### src/i2cmbe_pkg.sv
// Types and constants shared by the I2C master byte engine.
package i2cmbe_pkg;

	localparam int TX_W   = 8;
	localparam int HP_W   = 16;
	localparam int CMD_W  = 3;

	localparam logic [CMD_W-1:0] CMD_START = 3'd0;
	localparam logic [CMD_W-1:0] CMD_STOP  = 3'd1;
	localparam logic [CMD_W-1:0] CMD_WACK  = 3'd2;
	localparam logic [CMD_W-1:0] CMD_WNACK = 3'd3;
	localparam logic [CMD_W-1:0] CMD_READ  = 3'd4;

	localparam logic [HP_W-1:0] HALF_PERIOD_RESET = 16'd48;

	localparam logic [3:0] BITS_WITH_ACK = 4'd9;
	localparam logic [3:0] BITS_NO_ACK   = 4'd8;
	localparam logic [3:0] ACK_BIT       = 4'd8;

	typedef enum logic [3:0] {
		PH_DRIVE   = 4'd0,
		PH_STRETCH = 4'd1,
		PH_SAMPLE  = 4'd2,
		PH_TRAIL   = 4'd3,
		PH_EXTRA   = 4'd8,
		PH_FINISH  = 4'd9
	} phase_t;

	typedef struct packed {
		logic             cmd_valid;
		logic [CMD_W-1:0] command;
		logic [TX_W-1:0]  tx_byte;
		logic             send_ack;
		logic             sda_in;
		logic             scl_in;
	} item_t;

	typedef struct packed {
		logic            scl_drive_low;
		logic            sda_drive_low;
		logic            ready_res;
		logic            done_res;
		logic [TX_W-1:0] rx_byte;
		logic            ack_seen;
	} result_t;

endpackage

### src/i2cmbe_in_reg.sv
// Input register stage of the I2C master byte engine.
module i2cmbe_in_reg
	import i2cmbe_pkg::*;
(
	input  logic  clk,
	input  logic  arst_n,
	input  logic  in_valid,
	output logic  in_ready,
	input  item_t in_item,
	output logic  valid_s1,
	output item_t item_s1,
	input  logic  take
);

	logic vld_s1;

	assign in_ready = !vld_s1 || take;
	assign valid_s1 = vld_s1;

	always_ff @(posedge clk or negedge arst_n) begin
		if (!arst_n) begin
			vld_s1 <= 1'b0;
		end else if (in_ready) begin
			vld_s1 <= in_valid;
		end
	end

	always_ff @(posedge clk) begin
		if (in_ready && in_valid) begin
			item_s1 <= in_item;
		end
	end

endmodule

### src/i2cmbe_core.sv
// Bus state update and result register of the I2C master byte engine.
module i2cmbe_core
	import i2cmbe_pkg::*;
#(
	parameter int WAIT_WIDTH = 16
) (
	input  logic            clk,
	input  logic            arst_n,
	input  logic [HP_W-1:0] half_period,
	input  logic            valid_s1,
	input  item_t           item_s1,
	output logic            take,
	output logic            out_valid,
	input  logic            out_ready,
	output result_t         out_res
);

	localparam int EXT_W = (WAIT_WIDTH > HP_W) ? WAIT_WIDTH : HP_W;

	typedef enum logic [2:0] {
		MODE_IDLE  = 3'd0,
		MODE_START = 3'd1,
		MODE_STOP  = 3'd2,
		MODE_WACK  = 3'd3,
		MODE_WNACK = 3'd4,
		MODE_READ  = 3'd5
	} mode_t;

	mode_t                 mode_q, mode_n;
	logic [3:0]            phase_q, phase_n;
	logic [3:0]            bit_q, bit_n;
	logic [TX_W-1:0]       shift_q, shift_n;
	logic [WAIT_WIDTH-1:0] wait_q, wait_n;
	logic                  ackc_q, ackc_n;
	logic                  scl_q, scl_n;
	logic                  sda_q, sda_n;
	logic [TX_W-1:0]       rx_q, rx_n;
	logic                  ack_q, ack_n;
	logic                  done_d;
	logic                  rd;
	logic                  bv;
	logic [EXT_W-1:0]      hp_ext;
	logic [WAIT_WIDTH-1:0] load_val;
	logic [3:0]            bit_inc;
	logic [3:0]            bit_total;
	logic                  out_valid_q;
	result_t               res_q;

	assign take      = valid_s1 && (!out_valid_q || out_ready);
	assign out_valid = out_valid_q;
	assign out_res   = res_q;

	always_comb begin
		hp_ext = EXT_W'(half_period);
		if (hp_ext > EXT_W'({WAIT_WIDTH{1'b1}})) begin
			load_val = '1;
		end else begin
			load_val = hp_ext[WAIT_WIDTH-1:0];
		end
	end

	always_comb begin
		mode_n  = mode_q;
		phase_n = phase_q;
		bit_n   = bit_q;
		shift_n = shift_q;
		wait_n  = wait_q;
		ackc_n  = ackc_q;
		scl_n   = scl_q;
		sda_n   = sda_q;
		rx_n    = rx_q;
		ack_n   = ack_q;
		done_d  = 1'b0;
		rd      = (mode_q == MODE_WACK) ? (bit_q == ACK_BIT) :
		          (mode_q == MODE_READ) ? (bit_q < ACK_BIT) : 1'b0;
		bv      = (mode_q == MODE_READ) ? !ackc_q : shift_q[TX_W-1];
		bit_inc   = bit_q + 4'd1;
		bit_total = (mode_q == MODE_WNACK) ? BITS_NO_ACK : BITS_WITH_ACK;
		if (wait_q != '0) begin
			wait_n = wait_q - WAIT_WIDTH'(1);
		end else begin
			case (mode_q)
				MODE_IDLE: begin
					if (item_s1.cmd_valid && item_s1.command <= CMD_READ) begin
						case (item_s1.command)
							CMD_START: mode_n = MODE_START;
							CMD_STOP:  mode_n = MODE_STOP;
							CMD_WACK:  mode_n = MODE_WACK;
							CMD_WNACK: mode_n = MODE_WNACK;
							default:   mode_n = MODE_READ;
						endcase
						phase_n = PH_DRIVE;
						bit_n   = '0;
						shift_n = (item_s1.command == CMD_READ) ? '0 : item_s1.tx_byte;
						ackc_n  = item_s1.send_ack;
					end
				end
				MODE_START, MODE_STOP: begin
					case (phase_q)
						4'd0: begin
							if (mode_q == MODE_START) begin
								scl_n = 1'b0;
								sda_n = 1'b0;
							end else begin
								sda_n = 1'b1;
							end
							wait_n  = load_val;
							phase_n = 4'd1;
						end
						4'd1: begin
							if (mode_q == MODE_START) sda_n = 1'b1;
							else scl_n = 1'b0;
							wait_n  = load_val;
							phase_n = 4'd2;
						end
						4'd2: begin
							if (mode_q == MODE_START) scl_n = 1'b1;
							else sda_n = 1'b0;
							wait_n  = load_val;
							phase_n = 4'd3;
						end
						default: begin
							done_d  = 1'b1;
							mode_n  = MODE_IDLE;
							phase_n = '0;
							bit_n   = '0;
						end
					endcase
				end
				MODE_WACK, MODE_WNACK, MODE_READ: begin
					case (phase_q)
						PH_DRIVE: begin
							sda_n   = rd ? 1'b0 : !bv;
							scl_n   = 1'b0;
							phase_n = PH_STRETCH;
						end
						PH_STRETCH: begin
							if (item_s1.scl_in) begin
								wait_n  = load_val;
								phase_n = PH_SAMPLE;
							end
						end
						PH_SAMPLE: begin
							scl_n  = 1'b1;
							wait_n = load_val;
							if (rd) begin
								if (mode_q == MODE_READ) begin
									shift_n = {shift_q[TX_W-2:0], item_s1.sda_in};
								end else begin
									ack_n = item_s1.sda_in;
								end
								bit_n = bit_inc;
								if (bit_inc >= bit_total) begin
									phase_n = (mode_q == MODE_READ) ? PH_EXTRA : PH_FINISH;
								end else begin
									phase_n = PH_DRIVE;
								end
							end else begin
								phase_n = PH_TRAIL;
							end
						end
						PH_TRAIL: begin
							if (bv) sda_n = 1'b1;
							wait_n = load_val;
							if (mode_q != MODE_READ) shift_n = {shift_q[TX_W-2:0], 1'b0};
							bit_n = bit_inc;
							if (bit_inc >= bit_total) begin
								phase_n = (mode_q == MODE_READ) ? PH_EXTRA : PH_FINISH;
							end else begin
								phase_n = PH_DRIVE;
							end
						end
						PH_EXTRA: begin
							wait_n  = load_val;
							phase_n = PH_FINISH;
						end
						default: begin
							if (mode_q == MODE_READ) rx_n = shift_q;
							done_d  = 1'b1;
							mode_n  = MODE_IDLE;
							phase_n = '0;
							bit_n   = '0;
						end
					endcase
				end
				default: begin
					mode_n  = MODE_IDLE;
					phase_n = '0;
					bit_n   = '0;
				end
			endcase
		end
	end

	always_ff @(posedge clk or negedge arst_n) begin
		if (!arst_n) begin
			mode_q      <= MODE_IDLE;
			phase_q     <= '0;
			bit_q       <= '0;
			shift_q     <= '0;
			wait_q      <= '0;
			ackc_q      <= 1'b0;
			scl_q       <= 1'b0;
			sda_q       <= 1'b0;
			rx_q        <= '0;
			ack_q       <= 1'b1;
			out_valid_q <= 1'b0;
		end else begin
			if (take) begin
				mode_q      <= mode_n;
				phase_q     <= phase_n;
				bit_q       <= bit_n;
				shift_q     <= shift_n;
				wait_q      <= wait_n;
				ackc_q      <= ackc_n;
				scl_q       <= scl_n;
				sda_q       <= sda_n;
				rx_q        <= rx_n;
				ack_q       <= ack_n;
				out_valid_q <= 1'b1;
			end else if (out_ready) begin
				out_valid_q <= 1'b0;
			end
		end
	end

	always_ff @(posedge clk) begin
		if (take) begin
			res_q.scl_drive_low <= scl_n;
			res_q.sda_drive_low <= sda_n;
			res_q.ready_res     <= (mode_n == MODE_IDLE);
			res_q.done_res      <= done_d;
			res_q.rx_byte       <= rx_n;
			res_q.ack_seen      <= ack_n;
		end
	end

endmodule

### src/i2c_master_byte_engine_top.sv
// Top level of the I2C master byte engine.
//
//  channel | direction | handshake                      | payload
//  s_axis  | in        | s_axis_tvalid / s_axis_tready  | tick: pin samples and command
//  m_axis  | out       | m_axis_tvalid / m_axis_tready  | tick result: drives and status
//  cfg     | in        | cfg_valid / cfg_ready          | half_period_ticks
//
// One word in, one word out, one word per cycle sustained while the result is
// taken: an input register feeds the bus state update, which loads the result
// register in the same cycle.
// Reset clears the engine to idle with both lines released; half period is 48.
// A stalled result register holds the input register, which then drops tready.
module i2c_master_byte_engine_top
	import i2cmbe_pkg::*;
#(
	parameter int WAIT_WIDTH = 16
) (
	input  logic            clk,
	input  logic            arst_n,
	input  logic            s_axis_tvalid,
	output logic            s_axis_tready,
	// [7:0] tx_byte, [8] send_ack, [9] sda_in, [10] scl_in, [15:11] zero
	input  logic [15:0]     s_axis_tdata,
	// [0] cmd_valid, [3:1] command
	input  logic [3:0]      s_axis_tuser,
	output logic            m_axis_tvalid,
	input  logic            m_axis_tready,
	// [0] scl_drive_low, [1] sda_drive_low, [2] ready_res, [3] done_res,
	// [11:4] rx_byte, [12] ack_seen, [15:13] zero
	output logic [15:0]     m_axis_tdata,
	input  logic            cfg_valid,
	output logic            cfg_ready,
	input  logic [HP_W-1:0] cfg_data
);

	item_t           in_item;
	item_t           item_s1;
	logic            valid_s1;
	logic            take;
	result_t         res;
	logic [HP_W-1:0] half_period_q;

	assign cfg_ready = 1'b1;

	always_ff @(posedge clk or negedge arst_n) begin
		if (!arst_n) begin
			half_period_q <= HALF_PERIOD_RESET;
		end else if (cfg_valid) begin
			half_period_q <= cfg_data;
		end
	end

	always_comb begin
		in_item.cmd_valid = s_axis_tuser[0];
		in_item.command   = s_axis_tuser[3:1];
		in_item.tx_byte   = s_axis_tdata[7:0];
		in_item.send_ack  = s_axis_tdata[8];
		in_item.sda_in    = s_axis_tdata[9];
		in_item.scl_in    = s_axis_tdata[10];
	end

	i2cmbe_in_reg u_in_reg (
		.clk      (clk),
		.arst_n   (arst_n),
		.in_valid (s_axis_tvalid),
		.in_ready (s_axis_tready),
		.in_item  (in_item),
		.valid_s1 (valid_s1),
		.item_s1  (item_s1),
		.take     (take)
	);

	i2cmbe_core #(
		.WAIT_WIDTH (WAIT_WIDTH)
	) u_core (
		.clk         (clk),
		.arst_n      (arst_n),
		.half_period (half_period_q),
		.valid_s1    (valid_s1),
		.item_s1     (item_s1),
		.take        (take),
		.out_valid   (m_axis_tvalid),
		.out_ready   (m_axis_tready),
		.out_res     (res)
	);

	assign m_axis_tdata = {3'b000, res.ack_seen, res.rx_byte, res.done_res,
		res.ready_res, res.sda_drive_low, res.scl_drive_low};

endmodule
### config.mk
export PLATFORM = sky130hd
export DESIGN_NAME = i2c_master_byte_engine_top
export DESIGN_NICKNAME = d
export VERILOG_FILES = /design/src/i2cmbe_pkg.sv /design/src/i2cmbe_in_reg.sv /design/src/i2cmbe_core.sv /design/src/i2c_master_byte_engine_top.sv
export SDC_FILE = /design/constraint.sdc
export NUM_CORES = 1
export LEC_CHECK = 0
export ABC_AREA = 1
export ABC_CLOCK_PERIOD_IN_PS = 2600
export BUFFER_PORTS_ARGS = -buffer_cell sky130_fd_sc_hd__buf_4
export CAP_MARGIN = 5
export CELL_PAD_IN_SITES_DETAIL_PLACEMENT = 0
export CELL_PAD_IN_SITES_GLOBAL_PLACEMENT = 2
export CORE_MARGIN = 5
export CORE_UTILIZATION = 31
export DETAILED_ROUTE_END_ITERATION = 6
export GPL_TIMING_DRIVEN = 0
export PLACE_DENSITY = 0.73
export SYNTH_ARGS = -nofsm -noshare
export SYNTH_HDL_FRONTEND = slang
export SYNTH_HIERARCHICAL = 1
export SYNTH_SLANG_ARGS = --single-unit
export TNS_END_PERCENT = 30
### constraint.sdc
create_clock -name clk -period 2.6 [get_ports clk]
set_input_delay 0.39 -clock clk [delete_from_list [all_inputs] [get_ports clk]]
set_output_delay 0.39 -clock clk [all_outputs]
set_load 0.01 [all_outputs]
# After elaboration in Yosys (flattened, before gate mapping)
# Index checks and enable logic that the tools add are counted.
# op_classes
div_mod_pow	0
reduce_logical	28
shift	0
bitwise	1
mux	65
eq_ne	26
order_cmp	4
multipliers	0
addsub	2
# ops
op	n
2-to-1 mux 8 bit	9
2-to-1 mux 16 bit	4
one-hot mux 16 bit (2 select lines)	2
one-hot mux 4 bit (3 select lines)	3
one-hot mux 8 bit (2 select lines)	2
2-to-1 mux 1 bit	24
2-to-1 mux 4 bit	6
one-hot mux 4 bit (5 select lines)	1
> comparator 16 bit, second input constant	1
nonzero test 16 bit	1
subtractor 16 x 1 -> 16 bit, second input constant	1
== test 3 x 2 -> 1 bit, second input constant	4
2-to-1 mux 3 bit	4
inequality test 3 x 2 -> 1 bit, second input constant	4
one-hot mux 3 bit (4 select lines)	1
OR reduction 3 bit	4
one-hot mux 1 bit (2 select lines)	5
== test 3 bit, second input constant	3
logical NOT 3 bit	3
one-hot mux 3 bit (3 select lines)	1
== test 4 x 2 -> 1 bit, second input constant	2
== test 4 bit, second input constant	2
AND reduction 4 bit	2
AND reduction 8 bit	1
25 further kinds	36
# totals
mem_bits_rw	0
elab_cells	151
out_inout_bits	19
input_bits	41
romBits	0
latch_bits	0
n_memories	0
reg_bits	93

# Depth between registers and ports, before layout
# Gate-level depths: netlist of run 1.
# logic_depth
depth_word	7
ltp_mapped	13
ltp_nobuf	13

# Cells and area by module
# Netlist of run 1, hierarchy kept.
# modules_own_cells
mod	seq_area_each_um2	cells_each	n_inst	area_each_um2
i2cmbe_core	1567.8	562	1	3942.5
i2c_master_byte_engine_top	402.9	74	1	684.4
i2cmbe_in_reg	475.5	21	1	495.5

# Worst setup path before layout of run 1
# Ideal clock, no wire load.
# synth_path
kind	reg2reg
from	register u_core.out_valid_q (netlist: u_core/out_valid)
to	register u_in_reg/item_s1[0] (netlist name)
path_buffers	2
path_slack_ns	-0.227
required_ns	2.208
arrival_ns	2.435
setup_time_ns	0.392
path_stages_with_launch	8
synth_period_minus_slack_ns	2.827
cell_sequence	dfrtp_1 > nand2_1 > nand2_1 > clkbuf_1 > inv_1 > clkbuf_1 > inv_1 > a21oi_1
# synth_between
elab_chain_len	5
# synth_lines
element	line	source
from (decl)	i2cmbe_core.sv:46	logic out_valid_q;
from (signal assigned)	i2cmbe_core.sv:207	out_valid_q <= 1'b0;
from (signal assigned)	i2cmbe_core.sv:220	out_valid_q <= 1'b1;
from (signal assigned)	i2cmbe_core.sv:222	out_valid_q <= 1'b0;
logical NOT 1 bit	i2cmbe_core.sv:49	assign take = valid_s1 && (!out_valid_q || out_ready);
logical OR 1 bit	i2cmbe_core.sv:49	
logical AND 1 bit	i2cmbe_core.sv:49	
named net take	i2c_master_byte_engine_top.sv:39	logic take;
logical OR 1 bit	i2cmbe_in_reg.sv:17	assign in_ready = !vld_s1 || take;
logical AND 1 bit	i2cmbe_in_reg.sv:29	if (in_ready && in_valid) begin
# The timed path passes the listed nets, and every way through them passes these cells.
# A chain may end at the register's enable or synchronous reset.

# Final worst setup path of run 1
# layout_path
from	register u_core.out_valid_q (netlist: u_core/out_valid)
to	output port s_axis_tready
# layout_between
elab_chain_len	4
# layout_lines
element	line	source
logical NOT 1 bit	i2cmbe_core.sv:49	
logical OR 1 bit	i2cmbe_core.sv:49	
logical AND 1 bit	i2cmbe_core.sv:49	
named net take	i2c_master_byte_engine_top.sv:39	
logical OR 1 bit	i2cmbe_in_reg.sv:17	
to (decl)	i2c_master_byte_engine_top.sv:21	output logic s_axis_tready,
# The timed path passes the listed nets, and every way through them passes these cells.

==> results of run 1 <==
[cells in the final DEF, fill, tap and decap left out, drive strengths merged, types with 2 or more instances in the layout]
master    n
a21oi     8
buf      74
bufinv    3
clkbuf   12
clkinv    2
conb      4
dfrtp    61
dfstp     3
edfxtp   28
ha        4
inv      61
nand2   256
nand3    56
nand4     5
nor2     49
o211ai    2
o21ai    73
o31ai     2
or2       2
xnor2     8
xor2      4
[repair_timing]
action | in CTS | in global routing
setup buffers | 0 | 0
gates resized for setup | 4 | 1
hold buffers | 0 | 0
endpoints found under the setup margin | 36 | 16
[area by class of cell]
class | instances | area, um2
fill | 1732 | 10270
clock inverter | 6 | 111.4
timing repair buffer | 49 | 367.9
multi-input combinational | 479 | 2246
buffer | 27 | 225.2
inverter | 60 | 232.7
tap | 220 | 275.3
sequential | 92 | 2446
clock buffer | 10 | 229.0
[sequential cells by signal, indices dropped and copies added, names as in the netlist, 3 cells and up]
signal,cells
half_period_q,16
u_core/wait_q,16
u_in_reg/item_s1,15
u_core/out_res,13
u_core/rx_q,8
u_core/shift_q,8
u_core/bit_q,4
u_core/mode_q,3
u_core/phase_q,3
[logic make-up (layout without fill, tap and decap cells)]
kind of cell,count (synthesis),count (layout)
adder cells (fa/ha/maj),4,4
AO/OA/AOI/OAI,87,87
flip-flops,92,92
XOR/XNOR,12,12
AND/OR/NAND/NOR,372,372
other,2,4
buffers and inverters,88,152
[synthesized netlist by cell type]
cell | n | share of area (%)
buf_4 | 10 | 1.5
inv_6 | 1 | 0.17
and2_1 | 1 | 0.12
inv_2 | 5 | 0.37
clkbuf_1 | 3 | 0.22
o211ai_1 | 2 | 0.29
nand4_1 | 4 | 0.49
a21oi_2 | 1 | 0.17
nand3_2 | 3 | 0.59
conb_1 | 2 | 0.15
dfrtp_1 | 61 | 30
nand4_2 | 1 | 0.24
dfstp_2 | 3 | 1.5
or2_1 | 1 | 0.12
and3_1 | 1 | 0.12
nor2_2 | 4 | 0.49
nor3_1 | 1 | 0.098
a21o_1 | 1 | 0.15
buf_1 | 1 | 0.073
nand3_1 | 53 | 5.2
or2_2 | 1 | 0.12
a21oi_1 | 6 | 0.59
o21bai_1 | 1 | 0.15
a21oi_4 | 1 | 0.32
buf_12 | 1 | 0.39
o21ai_2 | 1 | 0.17
xor2_1 | 4 | 0.68
o21ai_1 | 19 | 1.9
nor2_4 | 3 | 0.66
nand2_4 | 2 | 0.44
buf_6 | 7 | 1.5
o31ai_1 | 2 | 0.29
o21ai_0 | 52 | 5.1
nand3b_2 | 1 | 0.22
buf_2 | 6 | 0.59
inv_1 | 53 | 3.9
inv_4 | 1 | 0.12
nand2_1 | 248 | 18
xnor2_1 | 8 | 1.4
nand2_2 | 6 | 0.73
edfxtp_1 | 28 | 16
nor2_1 | 42 | 3.1
o21ai_4 | 1 | 0.32
ha_1 | 4 | 0.98
[layer usage]
metal / wire length (um) / vias to the layer above / global-route usage, %
met5: 0 / - / 0
met1: 7188 / 1987 / 22.67
met2: 6066 / 100 / 22.20
met3: 534 / 13 / 2.345
met4: 208 / 0 / 4.888
li1: - / 2222 / -
[where the power goes]
part           leakage (nW)  total [mW]  internal [mW]  switching [mW]
clock                 0.165        1.53          0.943           0.586
combinational          1.66        2.36          0.856            1.51
sequential             1.08        2.18           1.91           0.264
[critical path: stages (launching register included)]
cell and delay [ps]:
dfrtp_1 380, nand2_1 140, nand2_2 210, inv_1 250
clkbuf_8 300, inv_1 120, nand2_1 90, buf_4 120
[stage by stage]
step                hold WS (ps)  setup WS, ps  utilization [%]  area (um2)  power, mW
floorplan                  94.41         34.93                -        5134      3.859
global placement           458.0         -1148            35.21        5777      4.547
detailed placement         461.3         -1250            35.21        5777      4.557
CTS                        203.5         23.18            37.37        6131      6.124
global route               204.7         74.06            37.38        6133      6.563
finish                     162.8         243.9            37.38        6133      6.069
[how the worst max path moves through the flow]
| stage | start | end | slack (ps) | cells after the start |
|---|---|---|---|---|
| after floorplan | u_core/out_valid$_DFFE_PN0P_ | u_in_reg/item_s1[0]$_DFFE_PP_ | 30 | 7 |
| final | u_core/out_valid$_DFFE_PN0P_ | s_axis_tready | 240 | 7 |
| after global routing | u_core/out_valid$_DFFE_PN0P_ | s_axis_tready | 70 | 7 |
| after detailed placement | m_axis_tready | u_in_reg/item_s1[14]$_DFFE_PP_ | -1250 | 9 |
| after CTS | u_core/out_valid$_DFFE_PN0P_ | s_axis_tready | 20 | 7 |
| after global placement | m_axis_tready | u_in_reg/item_s1[0]$_DFFE_PP_ | -1150 | 9 |
==> metrics.txt, run 1 <==
number of core rows=47; Worst Setup Path Type=reg2out; Simple-Gate Fraction of Synth Area=30.87%; Worst VDD drop=0.0003738 V; initial drt markers=320; Fin. Hold Viols=0; Vias=4,322; post-synthesis compound-gate area fraction=9.380%; fin crit share=90.62%; RR Endpoint=u_in_reg/item_s1[14]$_DFFE_PP_; H-tree levels=3; skew final=7.121 ps; register bit total from synthesis=92; Seq/Total Area, Yosys=47.75%; nature of the critical path endpoint=primary output; DRC=0; Pre-Repair DR Iteration Count=6; final setup violation count=0; ANT nets after route=0; num ports=60; largest family of logic cells by synthesized area=simple AND/OR/NAND/NOR gates; first-pass GRT wire length=23,100 um; largest buffer count on any clock path=2; DR vias/cell=4.583; Slew @ Worst Pin=888.0 ps; R2R setup slack=300 ps; Die H=138.5 um; dpl cells=928; buffers added on ports=49; Tightest Hold Check Type=in2async; # Max-Cap Violations=0; FMAX=424.4 MHz; clk slew on worst S/H paths=70 ps; root buf cell=clkbuf_16; Cells after Synth=657; core area=0.01641 mm2; area share of xor/xnor cells in the synthesized design=2.052%; number of global-route vias before repair=4,288; initial antenna violation count=0; non-filler instance count after layout=943; Initial Util=31.22%; die area=0.01919 mm2; Reg2Reg Depth=6; final net count=763; adder-cell share of the synthesized area=0.9770%; P_leak=2.903 nW; drt total wl=14,000 um; Slew Limit Fails=0; Critical Path AT=1970 ps; Clock Latency Late Sink=350 ps; Final HPWL DP=10,090 um; multiplexer share of the synthesized area=0%; mean area per synthesized cell=7.797 um2; outcome=finished clean; share of layout cells above drive strength 1=17.29%; GR Util All Layers=15.09%; synth warn=6; CTS tree=built; pin count of the biggest net entering global routing=65; antenna cells=0; Sink Count=92; worst-path fanout max=23; RePlAce Congestion=0.7953; RR Startpoint=u_core/out_valid$_DFFE_PN0P_; power per cell area=989.6 mW/mm2; WL/cell=14.84 um; Netlist cell types=44; setup repair after global routing missed its margin=false; Syn-to-layout area delta=19.74%; grt total ovfl=0; TritonCTS Buffers=9; setup_tns=0 ps; clock period minus worst slack=2356 ps; Synth Cell Area=0.005122 mm2; startpoint types=flop; max_slew headroom=40.80%; worst path required time=2210 ps; Die X=138.5 um
Note: power is estimated with default switching activity, not from simulation.
==> run 2: changes to the inputs <==
--- a/config.mk
+++ b/config.mk
@@ -6,16 +6,16 @@
 export NUM_CORES = 1
 export LEC_CHECK = 0
 export ABC_AREA = 1
-export ABC_CLOCK_PERIOD_IN_PS = 2600
+export ABC_CLOCK_PERIOD_IN_PS = 2700
 export BUFFER_PORTS_ARGS = -buffer_cell sky130_fd_sc_hd__buf_4
 export CAP_MARGIN = 5
 export CELL_PAD_IN_SITES_DETAIL_PLACEMENT = 0
 export CELL_PAD_IN_SITES_GLOBAL_PLACEMENT = 2
 export CORE_MARGIN = 5
-export CORE_UTILIZATION = 31
+export CORE_UTILIZATION = 34
 export DETAILED_ROUTE_END_ITERATION = 6
 export GPL_TIMING_DRIVEN = 0
-export PLACE_DENSITY = 0.73
+export PLACE_DENSITY = 0.76
 export SYNTH_ARGS = -nofsm -noshare
 export SYNTH_HDL_FRONTEND = slang
 export SYNTH_HIERARCHICAL = 1
==> constraint.sdc (replaced) <==
create_clock -name clk -period 2.7 [get_ports clk]
set_input_delay 0.405 -clock clk [delete_from_list [all_inputs] [get_ports clk]]
set_output_delay 0.405 -clock clk [all_outputs]
set_load 0.01 [all_outputs]
==> run 2 against run 1 <==
Die area is 8.2% lower. Global-route usage is 0.72 points higher. Power is 6.8% lower. Worst setup slack better by 21 ps. Utilization is 3.9 points higher. Final cell count is 3.8% lower. Design area is 1.5% lower. Non-clock buffer count stayed put. Largest cell class unchanged.
==> metrics.txt, run 2 (synthesis results as in run 1) <==
Die H=132.7 um; TritonCTS Buffers=9; Crit. Startpoint=u_core/out_valid$_DFFE_PN0P_; power per cell area=936.6 mW/mm2; Tot Pwr=5.657 mW; WL/cell=14.98 um; Vias=4,342; Fin Hold WS=164.6 ps; Final HPWL DP=9789 um; R2R setup slack=420 ps; pin count of the biggest net entering global routing=65; startpoint types=flop; Slew @ Worst Pin=873.5 ps; initial antenna violation count=0; max_slew headroom=41.76%; die area=0.01762 mm2; register area=0.002446 mm2; RR Startpoint=u_core/out_valid$_DFFE_PN0P_; buffers added on ports=49; root buf cell=clkbuf_16; CTS tree=built; Multi-input gate area=0.002243 mm2; most frequent cells in the layout=nand2_1 (248), dfrtp_1 (61), buf_4 (59); met1 usage=23.35%; FMAX=410.7 MHz; number of global-route vias before repair=4,282; DR vias/cell=4.787; initial drt markers=194; ANT nets after route=0; Clock Latency Late Sink=350 ps; grt total ovfl=0; setup_tns=0 ps; Worst VDD drop=0.0003618 V; fin crit share=90.18%; Die X=132.7 um; RR Endpoint=u_in_reg/item_s1[2]$_DFFE_PP_; Pre-Repair DR Iteration Count=5; GR Util All Layers=15.81%; Largest regs=half_period_q (16), u_core/wait_q (16), u_in_reg/item_s1 (15); share of layout cells above drive strength 1=17.15%; Critical Path AT=2030 ps; Syn-to-layout area delta=17.90%; first-pass GRT wire length=22,270 um; drt total wl=13,590 um; Worst Setup Path Type=reg2out; final net count=763; Reg2Reg Depth=6; antenna cells=0; H-tree levels=3; RePlAce Congestion=0.8284; Sink Count=92; clock period minus worst slack=2435 ps; worst path required time=2300 ps; worst-path fanout max=23; clk slew on worst S/H paths=70 ps; crit path capture=s_axis_tready; number of core rows=44; Filler cells=1,533; routing usage on met3=2.847%; post-CTS setup buffers=0; Initial Util=34.98%; core area=0.01464 mm2; DRC=0; setup repair after global routing missed its margin=false; Tightest Hold Check Type=in2async; Slew Limit Fails=0; Fin. Hold Viols=0; nature of the critical path endpoint=primary output; M2 GR Usage=24.05%; outcome=finished clean; GRT busiest layer=met2; most common cell after layout, fill and taps aside=nand2_1; skew final=7.531 ps; largest buffer count on any clock path=2; final setup violation count=0; # Max-Cap Violations=0; P_leak=2.879 nW; num ports=60
## run 2: worst max-delay path: stages (launching register included)
cell	delay [ps]
dfrtp_1	390
nand2_1	90
nand2_1	290
inv_1	290
buf_6	280
inv_1	120
nand2_1	90
buf_4	120
## run 2: worst min path at each step
stage	end	cells after the start	slack, ps
floorplan	half_period_q[0]$_DFFE_PN0P_	0	110
global placement	u_core/ack_q$_DFFE_PN1P_	2	460
detailed placement	u_core/ack_q$_DFFE_PN1P_	2	460
CTS	u_in_reg/item_s1[6]$_DFFE_PP_	1	210
global route	u_in_reg/item_s1[5]$_DFFE_PP_	1	210
finish	u_core/scl_q$_DFFE_PN0P_	1	160
## run 2: power by group
part	switching, mW	internal [mW]	leakage, nW
combinational	1.44	0.823	1.66
clock	0.574	0.722	0.142
sequential	0.253	1.84	1.08
## run 2: area by class of cell
class                   count  area share, %
repair buffers             49          6.091
well taps                 184          3.812
clock buffers               9          3.729
flip-flops and latches     92          40.50
inverters                  60          3.853
plain buffers              27          3.688
multi-input cells         479          37.15
clock inverters             7          1.181
## run 2: repair_timing
action | 4_1_cts | 5_1_grt
resized for setup | 3 | 2
hold buffers | 0 | 0
pin swaps | 0 | 0
setup endpoints to repair | 16 | 1
## run 2: metrics by stage
step | cells | instance area [um2] | utilization (%) | setup slack, ps
after detailed placement | 892 | 5732 | 39.14 | -913.3
after global placement | 892 | 5732 | 39.14 | -891.3
after floorplan | 659 | 5134 | - | 133.3
final | 907 | 6040 | 41.24 | 265.1
after global routing | 907 | 6040 | 41.24 | 87.74
after CTS | 907 | 6036 | 41.22 | 71.76
## run 2: per-layer routing
layer | wire length (um) | share of wire, %
met4 | 124 | 0.91
met3 | 457 | 3.4
met2 | 5926 | 44
met1 | 7081 | 52
met5 | 0 | 0
